$ cat config.mk
export PLATFORM = sky130hd
export DESIGN_NAME = rsi_back
export DESIGN_NICKNAME = d
export VERILOG_FILES = /design/src/rtl/rsi_pkg.sv /design/src/rtl/rsi_back.sv
export SDC_FILE = /design/constraint.sdc
export NUM_CORES = 1
export LEC_CHECK = 0
export ABC_AREA = 1
export ABC_CLOCK_PERIOD_IN_PS = 3770
export BUFFER_PORTS_ARGS = -buffer_cell sky130_fd_sc_hd__buf_2
export CAP_MARGIN = 20
export CORE_MARGIN = 2
export CORE_UTILIZATION = 55
export DETAILED_ROUTE_END_ITERATION = 7
export GPL_TIMING_DRIVEN = 0
export HOLD_SLACK_MARGIN = 0.03
export PLACE_DENSITY = 0.78
export SLEW_MARGIN = 25
export SYNTH_ARGS = -nofsm -noshare
export SYNTH_HDL_FRONTEND = slang
export SYNTH_SLANG_ARGS = --single-unit
$ cat constraint.sdc
create_clock -name i_clk -period 3.77 [get_ports i_clk]
set_input_delay 0.377 -clock i_clk [delete_from_list [all_inputs] [get_ports i_clk]]
set_output_delay 0.377 -clock i_clk [all_outputs]
set_load 0.005 [all_outputs]
$ cat src/rtl/rsi_pkg.sv
`timescale 1ns / 1ps
// Shared types, field widths and register codes for the ray/sphere intersection block.
// Every other file in rtl/ depends on this package.

package rsi_pkg;

    localparam int FRAC_BITS_DEF = 16;

    localparam int COORD_W = 32;
    localparam int DIR_W   = 18;
    localparam int RAD_W   = 31;
    localparam int DIST_W  = 31;
    localparam int OP_W    = COORD_W + 1;
    localparam int ADDR_W  = 4;
    localparam int DATA_W  = 32;

    localparam logic [RAD_W-1:0]  RADIUS_RESET = RAD_W'(65536);
    localparam logic [DIST_W-1:0] DIST_MAX     = '1;

    typedef enum logic [1:0] {
        REG_CENTER_X = 2'd0,
        REG_CENTER_Y = 2'd1,
        REG_CENTER_Z = 2'd2,
        REG_RADIUS   = 2'd3
    } t_reg_idx;

    typedef struct packed {
        logic signed [COORD_W-1:0] center_x;
        logic signed [COORD_W-1:0] center_y;
        logic signed [COORD_W-1:0] center_z;
        logic        [RAD_W-1:0]   radius;
    } t_sphere;

    typedef struct packed {
        logic mode;
        logic in_ball;
        logic det_neg;
    } t_flags;

    // Width of b = floor(sum(op*dir) / 2^f), signed.
    function automatic int b_width(input int f);
        return OP_W + DIR_W + 2 - f;
    endfunction

    // Width of the square root of the discriminant.
    function automatic int root_width(input int f);
        return ((b_width(f) > RAD_W) ? b_width(f) : RAD_W) + 1;
    endfunction

endpackage

$ cat src/rtl/rsi_back.sv
`timescale 1ns / 1ps
// Root selection against eps, saturation and the output register.
// Depends on rsi_pkg.

module rsi_back #(
    parameter int FRAC_BITS = rsi_pkg::FRAC_BITS_DEF
) (
    input  logic                                              i_clk,
    input  logic                                              i_rst_n,
    input  logic                                              i_valid,
    output logic                                              o_ready,
    input  logic signed [rsi_pkg::b_width(FRAC_BITS)-1:0]     i_b,
    input  logic [rsi_pkg::root_width(FRAC_BITS)-1:0]         i_root,
    input  rsi_pkg::t_flags                                   i_flags,
    output logic                                              o_valid,
    input  logic                                              i_ready,
    output logic                                              o_hit,
    output logic [rsi_pkg::DIST_W-1:0]                        o_distance,
    output logic                                              o_inside_res
);

    localparam int BW  = rsi_pkg::b_width(FRAC_BITS);
    localparam int SW  = rsi_pkg::root_width(FRAC_BITS);
    localparam int TW  = ((BW > SW) ? BW : SW) + 2;
    localparam int EPS = ((1 << FRAC_BITS) + 5000) / 10000;
    localparam logic signed [TW-1:0] T_EPS  = TW'(EPS);
    localparam logic signed [TW-1:0] T_DMAX = TW'($signed({1'b0, rsi_pkg::DIST_MAX}));

    logic [1:0]           r_v;
    logic [2:0]           w_rdy;

    logic signed [TW-1:0] r_t1;
    logic signed [TW-1:0] r_t2;
    rsi_pkg::t_flags      r_fl;

    logic                      r_hit;
    logic [rsi_pkg::DIST_W-1:0] r_dist;
    logic                      r_inside;

    logic                 w_ray;
    logic                 w_hit;
    logic signed [TW-1:0] w_t;
    logic [rsi_pkg::DIST_W-1:0] w_dist;

    assign w_rdy[2] = i_ready;
    assign w_rdy[1] = !r_v[1] || w_rdy[2];
    assign w_rdy[0] = !r_v[0] || w_rdy[1];

    always_ff @(posedge i_clk) begin
        if (!i_rst_n) begin
            r_v <= '0;
        end else begin
            if (w_rdy[0]) begin
                r_v[0] <= i_valid;
            end
            if (w_rdy[1]) begin
                r_v[1] <= r_v[0];
            end
        end
    end

    always_comb begin
        w_ray = !r_fl.mode && !r_fl.det_neg;
        w_hit = 1'b0;
        w_t   = '0;
        priority if (w_ray && (r_t1 > T_EPS)) begin
            w_hit = 1'b1;
            w_t   = r_t1;
        end else if (w_ray && (r_t2 > T_EPS)) begin
            w_hit = 1'b1;
            w_t   = r_t2;
        end else begin
            w_hit = 1'b0;
            w_t   = '0;
        end
        w_dist = (w_t > T_DMAX) ? rsi_pkg::DIST_MAX : w_t[rsi_pkg::DIST_W-1:0];
    end

    always_ff @(posedge i_clk) begin
        if (w_rdy[0]) begin
            r_t1 <= TW'(i_b) - TW'($signed({1'b0, i_root}));
            r_t2 <= TW'(i_b) + TW'($signed({1'b0, i_root}));
            r_fl <= i_flags;
        end
        if (w_rdy[1]) begin
            r_hit    <= w_hit;
            r_dist   <= w_dist;
            r_inside <= r_fl.mode && r_fl.in_ball;
        end
    end

    assign o_ready      = w_rdy[0];
    assign o_valid      = r_v[1];
    assign o_hit        = r_hit;
    assign o_distance   = r_dist;
    assign o_inside_res = r_inside;

endmodule

After elaboration in Yosys (flattened, before gate mapping)
Cells that the tools add are included.

storage, ports and cells
  register bits after elaboration = 118
  bits of input ports = 82

operators by class
  $add $sub $neg = 2
  order comparisons = 3
  mux-type cells = 3
  reductions and logical operators = 10

operators by type and width
  operator                                                          number
  greater-than comparator 40 x 4 -> 1 bit (second input constant)   2
  2-to-1 mux 40 bit                                                 2
  adder 37 x 39 -> 40 bit                                           1
  greater-than comparator 40 x 32 -> 1 bit (second input constant)  1
  subtractor 37 x 39 -> 40 bit                                      1
  logical AND 1 bit                                                 4
  zero test 1 bit                                                   4
  logical OR 1 bit                                                  2
  2-to-1 mux 1 bit                                                  1

Longest topological paths before layout
  word-level depth = 6
  depth in mapped cells = 16
  gate-level depth less buffers = 15

Worst setup path before layout
No wires, ideal clock.

  path type = input to register
  from = input i_ready
  to = register r_fl[0] (netlist name) (enable)
  library setup time = 1037 ps
  data arrival time = 2320 ps
  required time = 2733 ps
  setup slack = 413 ps
  stages = 2
  buffers on the path = 0
  path through = inv_1 nand3_1

on the way
  longest elaborated chain between the ends = 2

ends and longest elaborated chain
  what                  RTL line        text
  start, declared       rsi_back.sv:16  input logic i_ready,
  logical OR 1 bit      rsi_back.sv:46  assign w_rdy[1] = !r_v[1] || w_rdy[2];
  logical OR 1 bit      rsi_back.sv:47  assign w_rdy[0] = !r_v[0] || w_rdy[1];
  net o_ready           rsi_back.sv:11  output logic o_ready,
  end signal, assigned  rsi_back.sv:83  r_fl <= i_flags;
  end, declared         rsi_back.sv:34  rsi_pkg::t_flags r_fl;

The timed path passes the listed nets, and every way through them passes these cells.
A chain may end at the register's enable or synchronous reset.

Worst setup path in the final report
  from = input i_b[0] (netlist name)
  to = register r_t1[32] (data pin)

on the way
  longest elaborated chain between the ends = 1

ends and longest elaborated chain
  what                          RTL line        text
  start, declared               rsi_back.sv:12  input logic signed [rsi_pkg::b_width(FRAC_BITS)-1:0] i_b,
  subtractor 37 x 39 -> 40 bit  rsi_back.sv:81  r_t1 <= TW'(i_b) - TW'($signed({1'b0, i_root}));
  end signal, assigned          rsi_back.sv:81
  end, declared                 rsi_back.sv:32  logic signed [TW-1:0] r_t1;

Every way passes these cells.

==> impl_metrics.toml <==
[job]
maxCapViolCount = 0

[worst_setup_path]
critPathLaunchType = "input pin"
r2r_cells = 7
arrival_ns = 2.72
r2r-start = "r_t1[6]$_DFFE_PP_"
worst-setup-path-type = "in -> reg"
worst_setup_path_end_kind = "flop"
worstReg2RegEnd = "o_distance[21]$_SDFFCE_PN1P_"
cp_max_fo = 4
regToRegSetupSlack_ns = 1.72
required_ns = 3.90

[floorplan]
die_w_um = 147
rows = 52
ios = 117
dieArea_um2 = 21600
design.core.area_um2 = 20100
die_h_um = 147
initial_utilization_pct = 55.8

[synthesis]
post-synth-top-area-cell = "edfxtp_1"
syn-instance-count = 1751
synth_area_um2 = 11200
synth-seq-area-share_pct = 31.1
yosysWarnings = 0
synth_common_cells = "nand2_1 (582), inv_1 (338), nor2_1 (174)"
synthArstFlopShare_pct = 0
synth.avg_cell_area_um2 = 6.41
synth_edf_count = 115
yosysMostFrequentCell = "nand2_1"
synthTopCellsByArea = "edfxtp_1 (31%), nand2_1 (19%), inv_1 (11%), ha_1 (8.6%), nand3_1 (7.6%)"
syn_nets = 1912
synthFlopType = "edfxtp_1"
ys_ff_latch = 117
ys_types = 38
synth.top_cell.area_share_pct = 30.8

[timing]
setup_viol = 0
finalCriticalPeriod_ns = 2.59
whs_ns = 0.131
slew_headroom_pct = 51.6
clock.fmax_mhz = 386
rsz0062_at_grt = "false"
max_slew.worst_pin.slew_ns = 0.723
skew_ns = 0.00755
finalSetupTns_ns = 0
hold_viol = 0
slew_violations = 0
min_period_over_period_pct = 68.7

[placement]
placed_area_um2 = 12200
portBuffers = 116
hpwlAfterDp_um = 30400
routabilityCongestion = 0.995

[global_routing]
grt_use_total_pct = 33.5
grt_max_degree = 52
antenna_found_initial = 0
grt_first_pass_wirelength_um = 54400
overflow = 0
grt_pass1_vias = 10627

[worst_hold_path]
min_from = "i_flags[0]"
hold_path_depth = 1
holdPathEnd = "r_fl[0]$_DFFE_PP_"
hp-class = "in -> reg"

[detailed_routing]
wl_um = 36000
ant_nets = 0
vias = 11471
drc_errors = 3
first_iter_violations = 1062
post_drt_via_cell_ratio = 5.29
firstDrtPassIters = 8
routedWlPerCell_um = 16.6

[clock_network]
clk_pin_slew_ns = 0.06
ctsHoldBuffers = 0
cts_setup_buffers = 0
insertion_delay_ns = 0.42
numClockSinks = 117
cts_tree = "built"
cts.path.max_buffers = 2
htree_levels = 4
cts_made_buffers = 17
cts-resized-gates = 0
cts_root_buf = "clkbuf_16"

[pwr]
ir_drop_mv = 0.321
leakage_nw = 7.14
powerDensity_nw_per_um2 = 385

[final_layout]
drive_gt1_share_pct = 11.7
syn_to_final_growth_pct = 14.1
fill_cells = 1891
diodes = 0
layout.nets = 2048
stdcell_area_um2 = 12800

[outcome]
violations = "DRC"
outcome = "finished with violations"
==> stage by stage <==
step | worst slack [ns] | std cells | power, mW | utilization (%)
finish | 1.18 | 2170 | 4.92 | 63.7
global route | 1.19 | 2170 | 5.17 | 63.7
CTS | 1.30 | 2170 | 4.90 | 63.7
detailed placement | 0.870 | 2138 | 3.22 | 60.6
global placement | -0.476 | 2137 | 3.20 | 60.4
floorplan | 0.413 | 1751 | 2.71 | -
==> kinds of logic after synthesis <==
family,Yosys count,synth area share [%]
AO/OA/AOI/OAI,117,5.65
XOR/XNOR,43,3.36
adder cells (fa/ha/maj),79,8.94
buffers and inverters,396,13.8
flip-flops,117,31.1
AND/OR/NAND/NOR,999,37.1
==> power by group <==
group / internal (mW) / total (mW) / leakage, nW / switching (mW)
Combinational: 0.450 / 1.42 / 5.58 / 0.975
Clock: 1.06 / 1.68 / 0.302 / 0.620
Sequential: 1.73 / 1.82 / 1.26 / 0.0932
Total: 3.23 / 4.92 / 7.14 / 1.69
==> flip-flops by register name, indices dropped and copies added, names as in the netlist <==
| name | cells |
|---|---|
| o_inside_res | 1 |
| r_t1 | 39 |
| o_hit | 1 |
| r_v | 2 |
| o_distance | 31 |
| r_fl | 3 |
| r_t2 | 40 |
==> worst max-delay path, stage by stage <==
cell and delay [ns]:
buf_2 0.09, inv_1 0.04, ha_1 0.24, fa_1 0.49, inv_1 0.21, nand3_1 0.10
nand3_1 0.28, nand2_1 0.11, nand2_2 0.11, nand2_1 0.06, nand2_1 0.15, nand3_1 0.19
nand3_1 0.12, nand2_1 0.15
==> area by class of cell <==
| cell class | count | area, um^2 | area share, % |
|---|---|---|---|
| multi-input cells | 1238 | 6200 | 48.4 |
| well taps | 270 | 338 | 2.64 |
| clock inverters | 15 | 193 | 1.51 |
| repair buffers | 117 | 608 | 4.75 |
| plain buffers | 45 | 229 | 1.79 |
| inverters | 351 | 1320 | 10.3 |
| clock buffers | 17 | 425 | 3.32 |
| flip-flops and latches | 117 | 3490 | 27.3 |
==> layout by cell type (no fill, tap or decap), types with 26 or more instances in the layout <==
master	n
o21ai_0	33
xor2_1	38
inv_1	338
buf_2	133
nand4_1	26
ha_1	77
nand3_1	169
nand2_1	581
a21oi_1	63
nor2_1	174
edfxtp_1	115
==> layer usage <==
metal	GRT usage, %	vias up	wire length, um
met5	0	-	0
met4	15.9	0	1840
met3	4.16	87	3080
met2	56.5	548	16500
met1	42.8	5121	14600
li1	-	5715	-
==> worst max-delay path by stage <==
stage          slack, ns  cells past startpoint                  to    start
4_1_cts             1.30                     14  r_t1[32]$_DFFE_PP_   i_b[0]
5_1_grt             1.19                     14  r_t1[32]$_DFFE_PP_   i_b[0]
3_5_place_dp        0.87                     14  r_t1[32]$_DFFE_PP_   i_b[0]
3_3_place_gp       -0.48                      3   r_t2[0]$_DFFE_PP_  i_ready
2_1_floorplan       0.41                      2   r_fl[0]$_DFFE_PP_  i_ready
6_report            1.18                     14  r_t1[32]$_DFFE_PP_   i_b[0]
Note: power is estimated with default switching activity, not from simulation.
