`config.mk`:
```
export PLATFORM = sky130hd
export DESIGN_NAME = rsi_cfg
export DESIGN_NICKNAME = d
export VERILOG_FILES = /design/src/rtl/rsi_pkg.sv /design/src/rtl/rsi_cfg.sv
export SDC_FILE = /design/constraint.sdc
export NUM_CORES = 1
export LEC_CHECK = 0
export BUFFER_PORTS_ARGS = -buffer_cell sky130_fd_sc_hd__clkbuf_2
export CAP_MARGIN = 0
export CORE_ASPECT_RATIO = 0.75
export CORE_MARGIN = 2
export CORE_UTILIZATION = 53
export DETAILED_ROUTE_END_ITERATION = 6
export PLACE_DENSITY = 0.94
export SLEW_MARGIN = 20
export SYNTH_ARGS = -nofsm -noshare
export SYNTH_HDL_FRONTEND = slang
export SYNTH_SLANG_ARGS = --single-unit
export TNS_END_PERCENT = 5
```
`constraint.sdc`:
```
create_clock -name i_clk -period 2.9 [get_ports i_clk]
set_input_delay 0.29 -clock i_clk [delete_from_list [all_inputs] [get_ports i_clk]]
set_output_delay 0.29 -clock i_clk [all_outputs]
set_load 0.01 [all_outputs]
```
`src/rtl/rsi_pkg.sv`:
```
`timescale 1ns / 1ps
// Shared types, field widths and register codes for the ray/sphere intersection block.
// Every other file in rtl/ depends on this package.

package rsi_pkg;

    localparam int FRAC_BITS_DEF = 16;

    localparam int COORD_W = 32;
    localparam int DIR_W   = 18;
    localparam int RAD_W   = 31;
    localparam int DIST_W  = 31;
    localparam int OP_W    = COORD_W + 1;
    localparam int ADDR_W  = 4;
    localparam int DATA_W  = 32;

    localparam logic [RAD_W-1:0]  RADIUS_RESET = RAD_W'(65536);
    localparam logic [DIST_W-1:0] DIST_MAX     = '1;

    typedef enum logic [1:0] {
        REG_CENTER_X = 2'd0,
        REG_CENTER_Y = 2'd1,
        REG_CENTER_Z = 2'd2,
        REG_RADIUS   = 2'd3
    } t_reg_idx;

    typedef struct packed {
        logic signed [COORD_W-1:0] center_x;
        logic signed [COORD_W-1:0] center_y;
        logic signed [COORD_W-1:0] center_z;
        logic        [RAD_W-1:0]   radius;
    } t_sphere;

    typedef struct packed {
        logic mode;
        logic in_ball;
        logic det_neg;
    } t_flags;

    // Width of b = floor(sum(op*dir) / 2^f), signed.
    function automatic int b_width(input int f);
        return OP_W + DIR_W + 2 - f;
    endfunction

    // Width of the square root of the discriminant.
    function automatic int root_width(input int f);
        return ((b_width(f) > RAD_W) ? b_width(f) : RAD_W) + 1;
    endfunction

endpackage

```
`src/rtl/rsi_cfg.sv`:
```
`timescale 1ns / 1ps
// APB-style register file holding the sphere center and radius.
// Depends on rsi_pkg.

module rsi_cfg (
    input  logic                        i_clk,
    input  logic                        i_rst_n,
    input  logic                        psel,
    input  logic                        penable,
    input  logic                        pwrite,
    input  logic [rsi_pkg::ADDR_W-1:0]  paddr,
    input  logic [rsi_pkg::DATA_W-1:0]  pwdata,
    output logic [rsi_pkg::DATA_W-1:0]  prdata,
    output logic                        pready,
    output rsi_pkg::t_sphere            o_sphere
);

    rsi_pkg::t_sphere r_sph;
    rsi_pkg::t_reg_idx w_idx;

    assign w_idx  = rsi_pkg::t_reg_idx'(paddr[3:2]);
    assign pready = 1'b1;

    always_ff @(posedge i_clk) begin
        if (!i_rst_n) begin
            r_sph.center_x <= '0;
            r_sph.center_y <= '0;
            r_sph.center_z <= '0;
            r_sph.radius   <= rsi_pkg::RADIUS_RESET;
        end else if (psel && penable && pwrite) begin
            unique case (w_idx)
                rsi_pkg::REG_CENTER_X: r_sph.center_x <= pwdata;
                rsi_pkg::REG_CENTER_Y: r_sph.center_y <= pwdata;
                rsi_pkg::REG_CENTER_Z: r_sph.center_z <= pwdata;
                rsi_pkg::REG_RADIUS:   r_sph.radius   <= pwdata[rsi_pkg::RAD_W-1:0];
                default:               r_sph.radius   <= r_sph.radius;
            endcase
        end
    end

    always_comb begin
        unique case (w_idx)
            rsi_pkg::REG_CENTER_X: prdata = r_sph.center_x;
            rsi_pkg::REG_CENTER_Y: prdata = r_sph.center_y;
            rsi_pkg::REG_CENTER_Z: prdata = r_sph.center_z;
            rsi_pkg::REG_RADIUS:   prdata = {1'b0, r_sph.radius};
            default:               prdata = '0;
        endcase
    end

    assign o_sphere = r_sph;

endmodule

```
=== Yosys cells after proc, flatten, opt, wreduce, memory -nomap -nowiden ===
Index checks and enable logic that the tools add are counted.

* $add $sub $neg: 0
* Multipliers: 0
* Div/mod/pow operators: 0
* Order comparisons: 0
* Eq/ne operators: 3
* Shift-type cells: 0
* Multiplexer cells: 1
* Bitwise gates (word level): 0
* Reduce and logical (&&, ||, !) cells: 7

{| class="wikitable"
|+ Operator list
! cell !! count
|-
| $pmux W32 S4 || 1
|-
| $reduce_and A2 Y1 || 4
|-
| $eq A2 B2 Y1 const B || 2
|-
| $eq A2 B1 Y1 const B || 1
|-
| $logic_and A1 B1 Y1 || 2
|-
| $logic_not A2 Y1 || 1
|}

* Register bits: 127
* Latch bits: 0
* RAM bits: 0
* Memory bits (read-only): 0
* Bits of input ports: 41
* Output and inout bits: 160
* Logic and storage cells: 15
* Memories kept: 0

=== Logic depth before layout (Yosys ltp) ===
Gate-level depths: netlist of run 1.

* Word-level depth: 3
* Gate-level depth with buffers: 5
* Mapped depth without buffers: 3

=== Least setup slack after synthesis of run 1 ===
OpenSTA, ideal clock, no wires.

* Path kind: input-to-output
* Start: in paddr[3] (netlist bit)
* End: out prdata[20] (netlist bit)
* Data arrival time: 1.350 ns
* Required time: 2.610 ns
* Slack: 1.260 ns
* Stages: 3
* Buffers on the path: 2
* Cell sequence: buf_2 > buf_2 > mux4_2

* Longest elaborated chain between the ends: 2
* Elaborated cells between the ends (all ways): 5
* Those cells by class: eq/ne: 3; mux: 1; reduce/logical: 1

{| class="wikitable"
|+ RTL lines
! element !! RTL line !! RTL
|-
| start, declared || rsi_cfg.sv:11 || <nowiki>input logic [rsi_pkg::ADDR_W-1:0] paddr,</nowiki>
|-
| $eq A2 B2 Y1, or another cell as far along || rsi_cfg.sv:42 || <nowiki>unique case (w_idx)</nowiki>
|-
| $pmux W32 S4 (*) || rsi_cfg.sv:42 ||
|-
| end, declared || rsi_cfg.sv:13 || <nowiki>output logic [rsi_pkg::DATA_W-1:0] prdata,</nowiki>
|}

Every way passes the cells marked *; elsewhere a longest branch is shown, timed or not.

=== Worst setup path in the final report of run 1 ===
* Start: in paddr[2] (netlist bit)
* End: out prdata[7] (netlist bit)

Same word-level chain as after synthesis.

==> flow_summary.json, run 1 <==
{
  "core_mm2": 0.00981,
  "avgViaCountPerCell": 5.39,
  "grt_first_pass_wirelength_um": 23300,
  "drt-wirelength-per-cell_um": 17.5,
  "ff2ff_setup_slack_ns": 2.18,
  "max-slew-margin-rel": 0.476,
  "ioPinCount": 201,
  "power.internal_mw": 3.42,
  "num_antenna_cells": 0,
  "nNetsFinal": 725,
  "power.leakage_nw": 3.21,
  "yosys.area.top_type": "dfxtp_1",
  "critPathKind": "in -> out",
  "worstReg2RegStart": "o_sphere[70]",
  "grt_max_degree": 80,
  "syn-cell-area_mm2": 0.00542,
  "vdd_drop_max_v": 0.000407,
  "cts_root_buffer": "clkbuf_16",
  "synth_top_area_frac": 0.469,
  "cts_resized": 0,
  "final_common_cell": "clkbuf_2",
  "die_area_mm2": 0.0111,
  "grt_use_total": 0.270,
  "end_kind": "output port",
  "drc": 0,
  "rsz0062_at_grt": "false",
  "ys_types": 19,
  "maxCapViolCount": 0,
  "fmax_ghz": 0.464,
  "dp.cells": 797,
  "seq_area_frac_synth": 0.469,
  "status": "complete, no violations",
  "dieWidth_um": 121,
  "drt-initial-drc-count": 290,
  "syn_nets": 537,
  "initial_utilization": 0.552,
  "cts_sinks": 127,
  "synth_seq_cells": 127,
  "ys_warn_count": 0,
  "antenna_found_initial": 0,
  "num_vias": 4471,
  "post-route-period-util": 0.742,
  "portBuffers": 197,
  "setup_violations": 0,
  "most-common-layout-cells": "196 x clkbuf_2, 159 x nand2_1, 127 x mux2i_1, 127 x dfxtp_1, 31 x mux4_2",
  "holdPathStages": 3,
  "min_from": "pwdata[31]",
  "min_period_ns": 2.15,
  "numCtsBuffers": 17,
  "grt_pass1_vias": 4578,
  "wl_um": 14500,
  "rows": 31,
  "worstPathRequired_ns": 2.61,
  "cp.arrival_ns": 1.86,
  "critPathLaunchType": "primary input",
  "tritoncts": "yes",
  "pwr-share-comb": 0.058,
  "p_seq_frac": 0.409,
  "cts_hold_buf": 0,
  "synthCells": 496,
  "worstPathMaxFanout": 19,
  "tightest_slew_ns": 0.785,
  "min_path_type": "in -> reg",
  "area_growth_pct": 31.9,
  "largest_reg_flops": 127,
  "htree_levels": 4,
  "clk_pin_slew_ns": 0.06,
  "powerDensity_mw_per_mm2": 612,
  "postCtsSetupRepairBufs": 0,
  "die_h_um": 91.6,
  "drv_slew": 0,
  "drtAntennaViolNets": 0,
  "final_cell_count_no_fill": 829,
  "clockPowerShare": 0.533,
  "gp_congestion": 0.849,
  "power_switching_uw": 952,
  "switching_share": 0.218,
  "first_pass_iters": 4,
  "cts.path.max_buffers": 2,
  "holdPathEnd": "o_sphere[126]",
  "synth.area.top_cells": "dfxtp_1 47%, mux2i_1 23%, mux4_2 13%, nand2_1 11%, buf_4 1.4%",
  "grt_overflow_total": 0,
  "skew_ns": 0,
  "drive_gt1_frac": 0.397,
  "timing_hold_violations_final": 0,
  "hpwl_um": 10100,
  "r2r-end": "o_sphere[70]",
  "fin_tns_setup_ns": 0,
  "r2r_cells": 2,
  "syn_avg_cell_area_um2": 10.9,
  "fillers": 674,
  "insertion_delay_ns": 0.40
}
==> cells by family after synthesis <==
family	share of synthesized area
buffers and inverters	0.0441
muxes	0.364
DFF	0.469
and+or+nand+nor	0.119
other	0.000692
AOI/OAI and AO/OA	0.00346
==> cell type report <==
type | count | area (um^2) | share of cell area
timing repair buffer | 210 | 1120 | 0.157
multi-input combinational | 327 | 2660 | 0.372
clock inverter | 13 | 211 | 0.0296
tap | 132 | 165 | 0.0231
clock buffer | 19 | 443 | 0.0620
sequential | 127 | 2540 | 0.356
inverter | 1 | 3.75 | 0.000525
==> through the flow <==
step                       util  hold WS, ns  worst slack, ns  area (um^2)  power [mW]
after global routing      0.728        0.197            0.635         7140        4.51
after detailed placement  0.661        0.468            0.738         6490        2.08
after global placement    0.661        0.454            0.767         6490        2.07
after floorplan               -        0.473             1.26         5420        1.98
after CTS                 0.728        0.172            0.732         7140        4.40
final                     0.728        0.186            0.747         7140        4.37
==> power by group through the flow <==
stage                     Clock (mW)  Sequential [mW]  Combinational (mW)
after floorplan                    0             1.83               0.152
after global placement             0             1.82               0.244
after detailed placement           0             1.82               0.254
after CTS                       2.36             1.79               0.255
after global routing            2.45             1.79               0.274
final                           2.33             1.79               0.254
==> worst max-delay path, cell delays in order <==
cell and delay (ns):
clkbuf_2 0.58, buf_12 0.27, mux4_2 0.54, clkbuf_2 0.15
==> cell usage after synthesis (all sizes together) <==
cell    number
clkbuf      15
inv          1
o311ai       1
nor3         1
conb         1
o21ai        2
nor2         1
nor3b        1
mux2i      127
nand2      159
buf         26
nand3        1
mux4        31
or3b         1
nand3b       1
dfxtp      127
==> routing by layer <==
metal / track usage / share of wire
met1: 0.327 / 0.41
met2: 0.463 / 0.51
met3: 0.0584 / 0.054
met4: 0.115 / 0.019
met5: 0 / 0
==> how the worst max path moves through the flow <==
stage | from | end | slack [ns]
final | paddr[2] | prdata[7] | 0.75
after global routing | paddr[2] | prdata[7] | 0.64
after CTS | paddr[2] | prdata[7] | 0.73
after detailed placement | paddr[2] | prdata[7] | 0.74
after global placement | paddr[2] | prdata[2] | 0.77
after floorplan | paddr[3] | prdata[20] | 1.26
(Power assumes the default switching activity.)
==> inputs of run 2 (changes only) <==
Settings changed: CORE_UTILIZATION 53 to 49, PLACE_DENSITY 0.94 to 0.88.
Clock period 2.9 ns to 2.1 ns, I/O delays scaled along.
==> flow_summary.json, run 2 (synthesis results as in run 1) <==
{
  "status": "complete, no violations",
  "timing_hold_violations_final": 0,
  "drtAntennaViolNets": 0,
  "area_growth_pct": 31.5,
  "ff2ff_setup_slack_ns": 1.38,
  "crit_slowest_cell": "mux4_2",
  "end_kind": "output port",
  "initial_utilization": 0.499,
  "cts_sinks": 127,
  "worstPathMaxFanout": 19,
  "fmax_ghz": 0.613,
  "grt_overflow_total": 0,
  "critPathKind": "in -> out",
  "crit_buf_inv": 3,
  "drive_gt1_frac": 0.399,
  "grt_first_pass_wirelength_um": 22700,
  "avgViaCountPerCell": 5.41,
  "max_stage_delay_ns": 0.54,
  "r2r-end": "o_sphere[16]",
  "power.leakage_nw": 3.20,
  "path_cells": "clkbuf_2, buf_12, mux4_2, clkbuf_2",
  "gp_congestion": 0.873,
  "htree_levels": 4,
  "holdPathEnd": "o_sphere[62]",
  "wl_um": 14400,
  "hpwl_um": 9760,
  "drc": 0,
  "setup_violations": 0,
  "postCtsSetupRepairBufs": 0,
  "num_vias": 4532,
  "portBuffers": 197,
  "place_ws_ns": 0.387,
  "ioPinCount": 201,
  "fillers": 821,
  "r2r_cells": 2,
  "holdPathStages": 3,
  "fin_tns_setup_ns": 0,
  "grt_use_total": 0.242,
  "antenna_found_initial": 0,
  "final_common_cell": "clkbuf_2",
  "grt_max_degree": 85,
  "worstPathRequired_ns": 1.89,
  "maxCapViolCount": 0,
  "crit_family": "buffers and inverters",
  "max-slew-margin-rel": 0.580,
  "min_from": "pwdata[31]",
  "powerDensity_mw_per_mm2": 811,
  "first_pass_iters": 4,
  "cts.path.max_buffers": 2,
  "drv_slew": 0,
  "cts_resized": 0,
  "core_mm2": 0.0109,
  "worstReg2RegStart": "o_sphere[16]",
  "dieWidth_um": 125,
  "num_antenna_cells": 0,
  "cts_hold_buf": 0,
  "holdWs_ns": 0.110,
  "clk_pin_slew_ns": 0.06,
  "die_h_um": 95.1,
  "rsz0062_at_grt": "false",
  "cpMostUsedCell": "clkbuf_2",
  "drt-initial-drc-count": 244,
  "cts_root_buffer": "clkbuf_16",
  "die_area_mm2": 0.0119,
  "critPathLaunchType": "primary input",
  "grt_pass1_vias": 4439,
  "tritoncts": "yes",
  "tightest_slew_ns": 0.630,
  "final_core_util": 0.656,
  "min_path_type": "in -> reg",
  "vdd_drop_max_v": 0.000529,
  "skew_ns": 0,
  "insertion_delay_ns": 0.40,
  "setup_slack_ns": 0.469,
  "drt-wirelength-per-cell_um": 17.2,
  "largest_reg_flops": 127,
  "post-route-period-util": 0.777,
  "min_period_ns": 1.63,
  "numCtsBuffers": 17,
  "rows": 33,
  "cp.arrival_ns": 1.42,
  "most-common-layout-cells": "196 x clkbuf_2, 159 x nand2_1, 127 x mux2i_1, 127 x dfxtp_1, 31 x mux4_2",
  "nNetsFinal": 725
}
run 2: cell type report:
class	instances	area, um^2	share of cell area
clock buffer	17	425	0.0597
clock inverter	15	174	0.0244
inverter	1	3.75	0.000527
multi-input combinational	327	2660	0.373
sequential	127	2540	0.357
tap	140	175	0.0246
timing repair buffer	210	1150	0.161
run 2: per-layer routing:
| layer | routed length [um] | global-route usage | vias to the layer above |
|---|---|---|---|
| li1 | - | - | 2081 |
| met1 | 5960 | 0.293 | 2230 |
| met2 | 7290 | 0.421 | 198 |
| met3 | 880 | 0.0550 | 23 |
| met4 | 250 | 0.106 | 0 |
| met5 | 0 | 0 | - |
run 2: worst max path at each step:
stage | from | to | depth (start not counted)
6_report | paddr[3] | prdata[23] | 4
5_1_grt | paddr[3] | prdata[23] | 4
4_1_cts | paddr[3] | prdata[23] | 4
3_5_place_dp | pwrite | o_sphere[81] | 5
3_3_place_gp | pwrite | o_sphere[91] | 5
2_1_floorplan | paddr[3] | prdata[20] | 3
run 2: stage by stage:
step	power (mW)	cells	cell area, um^2
5_1_grt	5.97	837	7120
4_1_cts	5.82	837	7120
2_1_floorplan	2.74	496	5420
3_5_place_dp	2.88	805	6530
3_3_place_gp	2.86	805	6530
6_report	5.78	837	7120
run 2: worst min-delay path, delay by kind of cell:
family / cells / cell delay [ns]
buffers and inverters: 1 / 0.08
and+or+nand+nor: 1 / 0.10
muxes: 1 / 0.08
run 2: report_power, final:
part	internal (mW)	switching [mW]	total, mW	leakage, nW
logic	0.148	0.208	0.356	1.89
registers	2.44	0.0262	2.47	1.03
clock network	1.78	1.17	2.95	0.288
total	4.37	1.40	5.78	3.20
==> inputs of run 3 (changes only) <==
Clock period 2.1 ns to 1.6 ns, I/O delays scaled along.
==> flow_summary.json, run 3 (synthesis results as in run 1) <==
{
  "status": "complete, no violations",
  "wl_um": 14600,
  "drive_gt1_frac": 0.403,
  "antenna_found_initial": 0,
  "worstPathRequired_ns": 1.44,
  "cts_resized": 0,
  "grt_max_degree": 55,
  "clk_pin_slew_ns": 0.06,
  "die_h_um": 95.1,
  "skew_ns": 0,
  "largest_reg_flops": 127,
  "final_cell_count_no_fill": 842,
  "fmax_ghz": 0.651,
  "drt-wirelength-per-cell_um": 17.3,
  "cts.path.max_buffers": 2,
  "ioPinCount": 201,
  "postCtsSetupRepairBufs": 0,
  "min_from": "pwdata[31]",
  "crit_slowest_cell": "mux4_2",
  "insertion_delay_ns": 0.41,
  "place_ws_ns": 0.112,
  "initial_utilization": 0.499,
  "area_growth_pct": 33.4,
  "rsz0062_at_grt": "false",
  "dp.cells": 810,
  "grt_pass1_vias": 4546,
  "worstPathMaxFanout": 3,
  "hpwl_um": 10300,
  "avgViaCountPerCell": 5.43,
  "cts_hold_buf": 0,
  "min_path_type": "in -> reg",
  "critPathKind": "reg -> out",
  "end_kind": "output port",
  "cts_sinks": 127,
  "setup_violations": 0,
  "setup_slack_ns": 0.0627,
  "num_antenna_cells": 0,
  "numCtsBuffers": 17,
  "grt_first_pass_wirelength_um": 22900,
  "nNetsFinal": 730,
  "drc": 0,
  "maxCapViolCount": 0,
  "path_cells": "mux4_2, clkbuf_2",
  "vdd_drop_max_v": 0.000745,
  "timing_hold_violations_final": 0,
  "fin_tns_setup_ns": 0,
  "critPathLaunchType": "register",
  "fillers": 801,
  "min_period_ns": 1.54,
  "rows": 33,
  "core_mm2": 0.0109,
  "drtAntennaViolNets": 0,
  "cp.arrival_ns": 1.38,
  "most-common-layout-cells": "196 x clkbuf_2, 159 x nand2_1, 127 x mux2i_1, 127 x dfxtp_1, 31 x mux4_2",
  "p_total_mw": 7.52,
  "dieWidth_um": 125,
  "drv_slew": 0,
  "num_vias": 4575,
  "grt_overflow_total": 0,
  "power.leakage_nw": 3.25,
  "htree_levels": 4,
  "portBuffers": 197,
  "crit_buf_inv": 1,
  "cp-startpoint": "o_sphere[28]",
  "powerDensity_mw_per_mm2": 1040,
  "post-route-period-util": 0.961,
  "die_area_mm2": 0.0119,
  "drt-initial-drc-count": 177,
  "cts_root_buffer": "clkbuf_16",
  "crit_family": "multiplexers",
  "grt_use_total": 0.244,
  "first_pass_iters": 5,
  "worstReg2RegStart": "o_sphere[50]",
  "tritoncts": "yes",
  "final_common_cell": "clkbuf_2",
  "max_stage_delay_ns": 0.48,
  "gp_congestion": 0.816
}
==> run 3: layout make-up <==
type,instances,area [um^2],area share
clock buffer,17,425,0.0589
clock inverter,15,163,0.0225
inverter,1,3.75,0.000519
multi-input combinational,327,2660,0.367
sequential,127,2540,0.352
tap,140,175,0.0242
timing repair buffer,215,1260,0.175
==> run 3: worst paths after layout <==
check                 end  slack [ns]  depth (start not counted)
max            prdata[28]        0.06                          2
min          o_sphere[62]        0.05                          3
max reg2reg  o_sphere[50]        0.91                          2
min reg2reg  o_sphere[32]        0.47                          2
==> run 3: through the flow <==
stage	hold slack, ns	utilization	area, um^2
floorplan	0.343	-	5420
global placement	0.443	0.611	6640
detailed placement	0.461	0.611	6640
CTS	0.0332	0.665	7230
global route	0.0625	0.665	7230
finish	0.0517	0.665	7230
==> run 3: metal layers <==
metal / global-route usage / vias to the layer above / routed length, um
met5: 0 / - / 0
met4: 0.106 / 0 / 218
met3: 0.0679 / 21 / 1020
met2: 0.438 / 211 / 7580
met1: 0.278 / 2240 / 5780
li1: - / 2103 / -
==> run 3: where the power goes <==
group	switching [mW]	internal [mW]
Combinational	0.280	0.213
Sequential	0.0349	3.21
Clock	1.47	2.31
==> run 3: worst reg2reg max path, stage by stage (launching register included) <==
cell and delay [ns]:
dfxtp_1 0.36, nand2_1 0.09, mux2i_1 0.17
